--- src/sv/lcd_scanline_mode_timer_defines.svh ---
// ---------------------------------------------------------------------------
// LCD scanline mode timer: assertion macros
// Shared concurrent assertion forms used by the timer RTL.
// ---------------------------------------------------------------------------
`ifndef LCD_SCANLINE_MODE_TIMER_DEFINES_SVH
`define LCD_SCANLINE_MODE_TIMER_DEFINES_SVH

// same-cycle implication, disabled during reset
`define LSMT_ASSERT_IMP(lbl, clk, rst_n, ante, cons) \
    lbl: assert property (@(posedge clk) disable iff (!(rst_n)) (ante) |-> (cons)) \
        else $error("lsmt: implication check failed");

// next-cycle implication, disabled during reset
`define LSMT_ASSERT_NXT(lbl, clk, rst_n, ante, cons) \
    lbl: assert property (@(posedge clk) disable iff (!(rst_n)) (ante) |=> (cons)) \
        else $error("lsmt: next-cycle check failed");

`endif

--- src/sv/lsmt_pkg.sv ---
`timescale 1ns / 1ps
// ---------------------------------------------------------------------------
// LCD scanline mode timer package
// Request opcodes, display mode codes and timing constants.
// ---------------------------------------------------------------------------
package lsmt_pkg;

    typedef enum logic [2:0] {
        OP_ADVANCE   = 3'd0,
        OP_WR_CTRL   = 3'd1,
        OP_WR_STATUS = 3'd2,
        OP_CLR_LINE  = 3'd3,
        OP_WR_CMP    = 3'd4
    } t_op;

    typedef enum logic [1:0] {
        MD_HBLANK   = 2'd0,
        MD_VBLANK   = 2'd1,
        MD_OAM      = 2'd2,
        MD_TRANSFER = 2'd3
    } t_lcd_mode;

    localparam logic [9:0] CYC_VBLANK_LINE = 10'd456;
    localparam logic [9:0] CYC_HBLANK      = 10'd204;
    localparam logic [9:0] CYC_OAM         = 10'd80;
    localparam logic [9:0] CYC_TRANSFER    = 10'd172;

    localparam logic [7:0] LINE_VBLANK = 8'd144;
    localparam logic [7:0] LINE_WRAP   = 8'd154;
    localparam logic [7:0] LINE_OFF    = 8'd153;

    localparam logic [7:0] STAT_WMASK  = 8'hF8;

    // status bit positions
    localparam int unsigned ST_COINC    = 2;
    localparam int unsigned ST_HBL_EN   = 3;
    localparam int unsigned ST_VBL_EN   = 4;
    localparam int unsigned ST_OAM_EN   = 5;
    localparam int unsigned ST_COINC_EN = 6;

endpackage

--- src/sv/lcd_scanline_mode_timer.sv ---
`timescale 1ns / 1ps
// Result: registered; a request's result is loaded at the clock edge that accepts it.
// Throughput: one request per cycle while results are taken; a request is taken when
//   the result register is empty or is drained in that same cycle, so a stalled
//   result holds off the next request until it is taken.
// Reset: synchronous, active low; display off, line 153, VBlank mode, clock 456.
// ---------------------------------------------------------------------------
// LCD scanline mode timer
// Steps an LCD controller through OAM / transfer / HBlank / VBlank line
// timing, one advance-or-register-write request at a time, and reports the
// line, status byte and interrupt / event flags for every request.
// ---------------------------------------------------------------------------
module lcd_scanline_mode_timer
    import lsmt_pkg::*;
(
    input  logic       i_clk,
    input  logic       i_rst_n,
    // request channel
    input  logic       i_in_valid,
    output logic       o_in_ready,
    input  logic [2:0] i_mode,
    input  logic [6:0] i_cycles,
    input  logic [7:0] i_value,
    // result channel
    output logic       o_out_valid,
    input  logic       i_out_ready,
    output logic [7:0] o_line,
    output logic [7:0] o_status,
    output logic       o_vblank_irq,
    output logic       o_stat_irq,
    output logic       o_line_ready,
    output logic       o_frame_done
);

`include "lcd_scanline_mode_timer_defines.svh"

    // ---------------------------------------------------------------
    // Architectural state. Updated only when a request is accepted.
    // ---------------------------------------------------------------
    logic [9:0] r_mode_clock, n_mode_clock;
    logic [7:0] r_line_count, n_line_count;
    logic [7:0] r_status,     n_status;
    logic       r_display_on, n_display_on;
    logic [7:0] r_line_cmp,   n_line_cmp;

    // result register
    logic       r_out_valid;
    logic [7:0] r_line, r_stat_byte;
    logic       r_virq, r_sirq, r_ready, r_frame;
    logic       n_virq, n_sirq, n_ready, n_frame;

    logic       w_accept;
    logic [9:0] w_clk_sum;
    t_lcd_mode  w_cur_mode;
    t_lcd_mode  w_new_mode;
    logic [7:0] w_line_inc;

    // The result register frees up in the same cycle it is drained.
    assign o_in_ready = !r_out_valid || i_out_ready;
    assign w_accept   = i_in_valid && o_in_ready;

    assign w_cur_mode = t_lcd_mode'(r_status[1:0]);
    // advance wraps modulo 1024, like the 10-bit counter it feeds
    assign w_clk_sum  = r_mode_clock + {3'b000, i_cycles};
    assign w_line_inc = r_line_count + 8'd1;

    // ---------------------------------------------------------------
    // Next-state / result logic: at most one mode transition per
    // advance, then the line-compare check on the updated line.
    // ---------------------------------------------------------------
    always_comb begin
        n_mode_clock = r_mode_clock;
        n_line_count = r_line_count;
        n_status     = r_status;
        n_display_on = r_display_on;
        n_line_cmp   = r_line_cmp;
        n_virq       = 1'b0;
        n_sirq       = 1'b0;
        n_ready      = 1'b0;
        n_frame      = 1'b0;
        w_new_mode   = w_cur_mode;

        unique case (i_mode)
            OP_ADVANCE: begin
                if (r_display_on) begin
                    n_mode_clock = w_clk_sum;
                    unique case (w_cur_mode)
                        MD_OAM: begin
                            if (w_clk_sum >= CYC_OAM) begin
                                n_mode_clock = w_clk_sum - CYC_OAM;
                                w_new_mode   = MD_TRANSFER;
                            end
                        end
                        MD_TRANSFER: begin
                            if (w_clk_sum >= CYC_TRANSFER) begin
                                n_mode_clock = w_clk_sum - CYC_TRANSFER;
                                w_new_mode   = MD_HBLANK;
                                n_ready      = 1'b1;
                                n_sirq       = r_status[ST_HBL_EN];
                            end
                        end
                        MD_HBLANK: begin
                            if (w_clk_sum >= CYC_HBLANK) begin
                                n_mode_clock = w_clk_sum - CYC_HBLANK;
                                n_line_count = w_line_inc;
                                if (w_line_inc == LINE_VBLANK) begin
                                    // last visible line done: frame complete
                                    w_new_mode = MD_VBLANK;
                                    n_frame    = 1'b1;
                                    n_virq     = 1'b1;
                                    n_sirq     = r_status[ST_VBL_EN];
                                end else begin
                                    w_new_mode = MD_OAM;
                                    n_sirq     = r_status[ST_OAM_EN];
                                end
                            end
                        end
                        MD_VBLANK: begin
                            if (w_clk_sum >= CYC_VBLANK_LINE) begin
                                n_mode_clock = w_clk_sum - CYC_VBLANK_LINE;
                                n_line_count = w_line_inc;
                                if (w_line_inc == LINE_WRAP) begin
                                    // wrap back to the top of the frame
                                    w_new_mode   = MD_OAM;
                                    n_line_count = '0;
                                    n_sirq       = r_status[ST_OAM_EN];
                                end
                            end
                        end
                    endcase
                    n_status[1:0] = w_new_mode;
                    // coincidence is a level: fires on every matching advance
                    if (r_line_cmp == n_line_count) begin
                        n_status[ST_COINC] = 1'b1;
                        if (r_status[ST_COINC_EN]) begin
                            n_sirq = 1'b1;
                        end
                    end else begin
                        n_status[ST_COINC] = 1'b0;
                    end
                end
            end
            OP_WR_CTRL: begin
                // only the enable bit is kept; switching off parks the timer
                if (r_display_on && !i_value[7]) begin
                    n_line_count  = LINE_OFF;
                    n_mode_clock  = CYC_VBLANK_LINE;
                    n_status[1:0] = MD_VBLANK;
                end
                n_display_on = i_value[7];
            end
            OP_WR_STATUS: begin
                n_status = (i_value & STAT_WMASK) | (r_status & ~STAT_WMASK);
            end
            OP_CLR_LINE: begin
                n_line_count = '0;
            end
            OP_WR_CMP: begin
                n_line_cmp = i_value;
            end
            default: begin
                // unused opcodes leave the state alone
            end
        endcase
    end

    // ---------------------------------------------------------------
    // State and result registers
    // ---------------------------------------------------------------
    always_ff @(posedge i_clk) begin
        if (!i_rst_n) begin
            r_mode_clock <= CYC_VBLANK_LINE;
            r_line_count <= LINE_OFF;
            r_status     <= {6'd0, MD_VBLANK};
            r_display_on <= 1'b0;
            r_line_cmp   <= '0;
            r_out_valid  <= 1'b0;
        end else begin
            if (w_accept) begin
                r_mode_clock <= n_mode_clock;
                r_line_count <= n_line_count;
                r_status     <= n_status;
                r_display_on <= n_display_on;
                r_line_cmp   <= n_line_cmp;
                r_out_valid  <= 1'b1;
            end else if (i_out_ready) begin
                r_out_valid  <= 1'b0;
            end
        end
    end

    // result payload, no reset needed
    always_ff @(posedge i_clk) begin
        if (w_accept) begin
            r_line      <= n_line_count;
            r_stat_byte <= n_status;
            r_virq      <= n_virq;
            r_sirq      <= n_sirq;
            r_ready     <= n_ready;
            r_frame     <= n_frame;
        end
    end

    assign o_out_valid  = r_out_valid;
    assign o_line       = r_line;
    assign o_status     = r_stat_byte;
    assign o_vblank_irq = r_virq;
    assign o_stat_irq   = r_sirq;
    assign o_line_ready = r_ready;
    assign o_frame_done = r_frame;

    // ---------------------------------------------------------------
    // Assertions
    // ---------------------------------------------------------------
    // frame end always comes with the VBlank interrupt on line 144
    `LSMT_ASSERT_IMP(a_frame_vblank, i_clk, i_rst_n, o_out_valid && o_frame_done, o_vblank_irq && (o_line == LINE_VBLANK) && (o_status[1:0] == MD_VBLANK))
    // end of transfer leaves the controller in HBlank
    `LSMT_ASSERT_IMP(a_ready_hblank, i_clk, i_rst_n, o_out_valid && o_line_ready, o_status[1:0] == MD_HBLANK)
    // while the display is off the mode stays parked in VBlank
    `LSMT_ASSERT_IMP(a_off_vblank, i_clk, i_rst_n, !r_display_on, t_lcd_mode'(r_status[1:0]) == MD_VBLANK)
    // a request taken with the display off cannot raise any flag
    `LSMT_ASSERT_NXT(a_off_quiet, i_clk, i_rst_n, w_accept && !r_display_on, !(o_vblank_irq || o_stat_irq || o_line_ready || o_frame_done))

endmodule
--- config.mk ---
export PLATFORM = sky130hd
export DESIGN_NAME = lcd_scanline_mode_timer
export DESIGN_NICKNAME = d
export VERILOG_FILES = /design/src/sv/lsmt_pkg.sv /design/src/sv/lcd_scanline_mode_timer.sv
export VERILOG_INCLUDE_DIRS = /design/src /design/src/sv
export SDC_FILE = /design/constraint.sdc
export NUM_CORES = 1
export LEC_CHECK = 0
export BUFFER_PORTS_ARGS = -buffer_cell sky130_fd_sc_hd__buf_2
export CORE_MARGIN = 8
export CORE_UTILIZATION = 43
export DETAILED_ROUTE_END_ITERATION = 10
export HOLD_SLACK_MARGIN = 0.02
export MAX_ROUTING_LAYER = met4
export SLEW_MARGIN = 20
export SYNTH_ARGS = -nofsm -noshare
export SYNTH_HDL_FRONTEND = slang
export SYNTH_SLANG_ARGS = --single-unit
--- constraint.sdc ---
create_clock -name i_clk -period 5.7 [get_ports i_clk]
set_input_delay 0.57 -clock i_clk [delete_from_list [all_inputs] [get_ports i_clk]]
set_output_delay 0.57 -clock i_clk [all_outputs]
set_load 0.03 [all_outputs]
# Word level (Yosys, flattened, before mapping)

Index checks and enable logic that the tools add are counted.

Add/subtract/negate cells: 6
Order comparisons: 4
Eq/ne operators: 12
Muxes and demuxes: 42
Bitwise logic cells: 1
Reductions and logical operators: 15

Operators with widths:

| cell                                                                | number |
|---|---|
| 2-to-1 mux 10 bit                                                   | 6 |
| 2-to-1 mux 8 bit                                                    | 7 |
| one-hot mux 10 bit (4 select lines)                                 | 1 |
| one-hot mux 8 bit (3 select lines)                                  | 1 |
| greater-or-equal comparator 10 x 8 -> 1 bit (second input constant) | 2 |
| one-hot mux 10 bit (2 select lines)                                 | 1 |
| subtractor 10 x 8 -> 10 bit (second input constant)                 | 2 |
| == test 8 bit (second input constant)                               | 2 |
| one-hot mux 8 bit (2 select lines)                                  | 1 |
| 2-to-1 mux 2 bit                                                    | 7 |
| 2-to-1 mux 1 bit                                                    | 12 |
| adder 10 x 7 -> 10 bit                                              | 1 |
| greater-or-equal comparator 10 x 7 -> 1 bit (second input constant) | 1 |
| greater-or-equal comparator 10 x 9 -> 1 bit (second input constant) | 1 |
| subtractor 10 x 7 -> 10 bit (second input constant)                 | 1 |
| subtractor 10 x 9 -> 10 bit (second input constant)                 | 1 |
| adder 8 x 1 -> 8 bit (second input constant)                        | 1 |
| == test 8 bit                                                       | 1 |
| OR 8 x 3 -> 8 bit                                                   | 1 |
| one-hot mux 2 bit (4 select lines)                                  | 1 |
| AND reduction 4 bit                                                 | 2 |
| == test 3 x 2 -> 1 bit (second input constant)                      | 2 |
| one-hot mux 2 bit (3 select lines)                                  | 1 |
| AND reduction 2 bit                                                 | 3 |
| 16 further kinds                                                    | 21 |

Register bits: 55
Output and inout port bits: 22

# Longest topological paths before layout

Depth in word-level cells: 11
Gate-level depth with buffers: 17

# Least setup slack after synthesis

OpenSTA, ideal clock, no wires.

Path type: input to register
Start: input port i_cycles[2]
End: register r_sirq (netlist: o_stat_irq), data pin
Data arrival time: 3,993 ps
Required time: 5,569 ps
Path slack: 1,577 ps
Cell stages on the path: 13
Buffers on the path: 0
Path through: ha_1 -> o211ai_1 -> o21ai_1 -> xnor2_1 -> ha_1 -> a21boi_0 -> a211o_4 -> a31oi_4 -> a21oi_4 -> or3_4 -> a2111oi_2 -> and4_1 -> a31o_1

Longest elaborated chain between the ends: 8

RTL lines:

| what                                                                                                              | RTL line                                                       | RTL |
|---|---|---|
| from (decl)                                                                                                       | lcd_scanline_mode_timer.sv:22                                  | `input logic [6:0] i_cycles,` |
| adder 10 x 7 -> 10 bit (*)                                                                                        | lcd_scanline_mode_timer.sv:64                                  | `assign w_clk_sum = r_mode_clock + {3'b000, i_cycles};` |
| greater-or-equal comparator 10 x 9 -> 1 bit / greater-or-equal comparator 10 x 8 -> 1 bit (equally long branches) | lcd_scanline_mode_timer.sv:119, lcd_scanline_mode_timer.sv:103 |  |
| 2-to-1 mux 8 bit, on equally long branches                                                                        | lcd_scanline_mode_timer.sv:119, lcd_scanline_mode_timer.sv:103 |  |
| one-hot mux 8 bit (2 select lines)                                                                                | lcd_scanline_mode_timer.sv:87                                  | `unique case (w_cur_mode)` |
| 2-to-1 mux 8 bit                                                                                                  | lcd_scanline_mode_timer.sv:85                                  | `if (r_display_on) begin` |
| 2-to-1 mux 8 bit                                                                                                  | lcd_scanline_mode_timer.sv:83                                  | `unique case (i_mode)` |
| == test 8 bit                                                                                                     | lcd_scanline_mode_timer.sv:133                                 | `if (r_line_cmp == n_line_count) begin` |
| 2-to-1 mux 1 bit (*)                                                                                              | lcd_scanline_mode_timer.sv:133                                 |  |
| to (signal assigned)                                                                                              | lcd_scanline_mode_timer.sv:198                                 | `r_sirq <= n_sirq;` |
| to (decl)                                                                                                         | lcd_scanline_mode_timer.sv:49                                  | `logic r_virq, r_sirq, r_ready, r_frame;` |

Mark *: on every way between the ends. The rest lies on a longest branch, timed or not. The select of a mux whose other input is x is not followed.
A chain may end at the register's enable or synchronous reset.

# Worst setup path in the final report

Start: register r_mode_clock[2]
End: register r_sirq (netlist: o_stat_irq), data pin

Longest elaborated chain between the ends: 8

RTL lines:

| what                                                                                                              | RTL line                                                       | RTL |
|---|---|---|
| from (decl)                                                                                                       | lcd_scanline_mode_timer.sv:40                                  | `logic [9:0] r_mode_clock, n_mode_clock;` |
| from (signal assigned)                                                                                            | lcd_scanline_mode_timer.sv:180                                 | `r_mode_clock <= n_mode_clock;` |
| adder 10 x 7 -> 10 bit (*)                                                                                        | lcd_scanline_mode_timer.sv:64                                  |  |
| greater-or-equal comparator 10 x 9 -> 1 bit / greater-or-equal comparator 10 x 8 -> 1 bit (equally long branches) | lcd_scanline_mode_timer.sv:119, lcd_scanline_mode_timer.sv:103 |  |
| 2-to-1 mux 8 bit, on equally long branches                                                                        | lcd_scanline_mode_timer.sv:119, lcd_scanline_mode_timer.sv:103 |  |
| one-hot mux 8 bit (2 select lines)                                                                                | lcd_scanline_mode_timer.sv:87                                  |  |
| 2-to-1 mux 8 bit                                                                                                  | lcd_scanline_mode_timer.sv:85                                  |  |
| 2-to-1 mux 8 bit                                                                                                  | lcd_scanline_mode_timer.sv:83                                  |  |
| == test 8 bit                                                                                                     | lcd_scanline_mode_timer.sv:133                                 |  |
| 2-to-1 mux 1 bit (*)                                                                                              | lcd_scanline_mode_timer.sv:133                                 |  |

Marked as above.

==> out/qor.csv <==
metric;value;unit
hpwl;9580;µm
drv_slew;0;
worst_slew_pin_slew;0.9498;ns
dieHeight;115.0;µm
arrival;4.74;ns
die_area;13230;µm²
firstDrtPassIters;5;
numClockSinks;55;
ys_ff_latch;55;
route.detailed.drc;0;
final_net_count;586;
tritoncts;built;
critPathCaptureType;flip-flop;
place_congestion;0.9454;
n_antenna_cell;0;
drt_iter0_drc;309;
wl;12950;µm
rsz0062_at_grt;no;
io_buffers;43;
ctsResizeCount;0;
peakVddDrop;0.0001200;V
finalCriticalPeriod;4.547;ns
synth_edf_count;19;
fmaxAchievable;219.9;MHz
synthArstFlopShare;0;
grt_max_degree;33;
cts_buffers;5;
critPathKind;flip-flop to flip-flop;
rows;36;
drtAntennaViolNets;0;
initial_core_util;0.4373;
clk_pin_slew;0.11;ns
syn_nets;561;
cts_root_buf;clkbuf_8;
yosys_warnings;0;
leakagePower;1.811;nW
critPathMaxFanout;11;
min_path_type;flip-flop to flip-flop;
skew;0.008776;ns
core_area;9639;µm²
status;finished, final reports clean;
synth_cell_types;83;
viasPerCell;6.066;
num_vias;4113;
track_usage;0.2069;
cts_setup_buffers;0;
cap_violations;0;
antenna_found_initial;0;
chipWidth;115.0;µm
finalCritPeriodShare;0.7977;
cp-start-kind;flip-flop;
final_core_util;0.4770;
wl_per_cell;19.10;µm
finalHoldViolations;0;
power_density;212.0;nW/µm²
clock_path_buffers;2;
relSlewSlack;0.3620;
grt_overflow;0;
synth_flop_cell;dfxtp_1;
io_pins;44;
syn_area;4215;µm²
syn_to_final_growth;9.083;%
final.setup.tns;0;ns
htree_levels;2;
syn_area_per_cell;8.122;µm²
finalSetupViolCount;0;
ys_seq_area_frac;0.3063;
grt_pass1_wl;21090;µm
layout-drive-gt1-share;0.1431;
holdBufCountCts;0;
clock_latency;0.32;ns
first_global_vias;4031;
postSynthCellCount;519;
required;5.89;ns
where the power goes:
part	switching (mW)	total, mW	internal (mW)
Combinational	0.192	0.293	0.101
Clock	0.147	0.236	0.0896
Sequential	0.0205	0.446	0.425
Yosys cell counts (all sizes together) (2+ instances only):
library cell	count	area [µm²]
a21boi	3	22.52
nor3	15	80.08
ha	19	237.7
a21o	6	45.04
mux2	7	78.83
o311ai	2	17.52
nor4	5	37.53
and3	9	56.30
xnor2	14	122.6
a21oi	40	215.2
a31o	2	17.52
nand2	43	161.4
a41oi	2	17.52
o31ai	3	27.52
nor2b	2	12.51
buf	6	31.28
o221ai	2	23.77
o211a	4	40.04
or3	3	23.77
edfxtp	19	570.6
o22ai	6	37.54
a31oi	6	52.55
mux2i	12	120.1
a211oi	6	67.56
nand2b	10	62.56
nand3	23	115.1
nand4	2	12.51
inv	19	71.32
o21ai	42	210.2
clkinv	3	11.26
a211o	5	52.55
nor3b	5	37.54
o21a	4	30.03
o211ai	6	45.04
clkbuf	22	82.58
a32oi	3	26.28
a2111oi	2	23.77
a221oi	3	32.53
dfxtp	36	720.7
and2	3	18.77
nor2	63	236.5
o41ai	4	35.03
xor2	7	68.82
stage by stage:
step | setup slack [ns] | cell area [µm²] | hold WS [ns] | std cells | total power, mW
after floorplan | 1.577 | 4215 | 0.4356 | 519 | 0.6640
after global placement | 0.9795 | 4506 | 0.4501 | 670 | 0.7415
after detailed placement | 0.9234 | 4506 | 0.4662 | 670 | 0.7412
after CTS | 1.246 | 4598 | 0.4808 | 678 | 0.9719
after global routing | 0.8751 | 4598 | 0.4691 | 678 | 1.028
final | 1.153 | 4598 | 0.4792 | 678 | 0.9749
cell families (layout without fill, tap and decap cells):
kind of cell	count (synthesis)	after routing	synth area share
buffers and inverters	50	76	0.04660
XOR/XNOR	21	21	0.04542
flip-flops	55	55	0.3063
AND/OR/NAND/NOR	188	188	0.2128
AO/OA/AOI/OAI	166	166	0.2805
multiplexers	19	19	0.04720
adder cells (fa/ha/maj)	20	20	0.06115
routing by layer:
metal / global-route usage / share of wire
met1: 0.2913 / 0.49
met2: 0.2997 / 0.43
met3: 0.02889 / 0.066
met4: 0.05867 / 0.018
met5: - / 0
path summary, 6_finish.rpt:
check | startpoint | to | slack (ns) | depth (start not counted)
max reg2reg | r_mode_clock[2] | o_stat_irq | 1.15 | 13
min reg2reg | r_mode_clock[0] | r_mode_clock[0] | 0.48 | 2
min | r_mode_clock[0] | r_mode_clock[0] | 0.48 | 2
max | r_mode_clock[2] | o_stat_irq | 1.15 | 13
cells in the final DEF, fill, tap and decap left out, types with 5 or more instances in the layout:
cell	n
nor2_1	63
nand2_1	43
buf_2	43
a21oi_1	38
o21ai_0	38
dfxtp_1	36
nand3_1	23
inv_1	19
ha_1	19
edfxtp_1	19
xnor2_1	14
nor3_1	14
mux2i_1	12
nand2b_1	10
and3_1	9
mux2_2	7
a21o_1	6
xor2_1	6
o211ai_1	6
o22ai_1	6
nor3b_1	5
a31oi_1	5
clkbuf_8	5
area by class of cell:
type	instances	area, µm²
fill	973	5041
multi-input combinational	414	2728
sequential	55	1291
timing repair buffer	46	237.7
tap	133	166.4
inverter	22	82.58
clock buffer	5	68.82
clock inverter	3	23.77
sequential cells by signal, summed over array words and instances (netlist names):
| name | cells |
|---|---|
| o_status | 8 |
| o_line_ready | 1 |
| r_status | 8 |
| r_mode_clock | 10 |
| o_line | 8 |
| r_line_count | 8 |
| r_line_cmp | 8 |
| o_out_valid | 1 |
| o_stat_irq | 1 |
| r_display_on | 1 |
| o_frame_done | 1 |
critical path: stages, from the launching register on:
cell	delay, ns
dfxtp_1	0.36
ha_1	0.36
o211ai_1	0.25
o21ai_1	0.17
xnor2_1	0.65
ha_1	0.42
a21boi_0	0.42
a211oi_1	0.12
nor4_1	0.60
o41a_1	0.25
o21ai_1	0.08
a2111oi_2	0.37
and4_1	0.23
a31o_1	0.14
(Power assumes the default switching activity.)
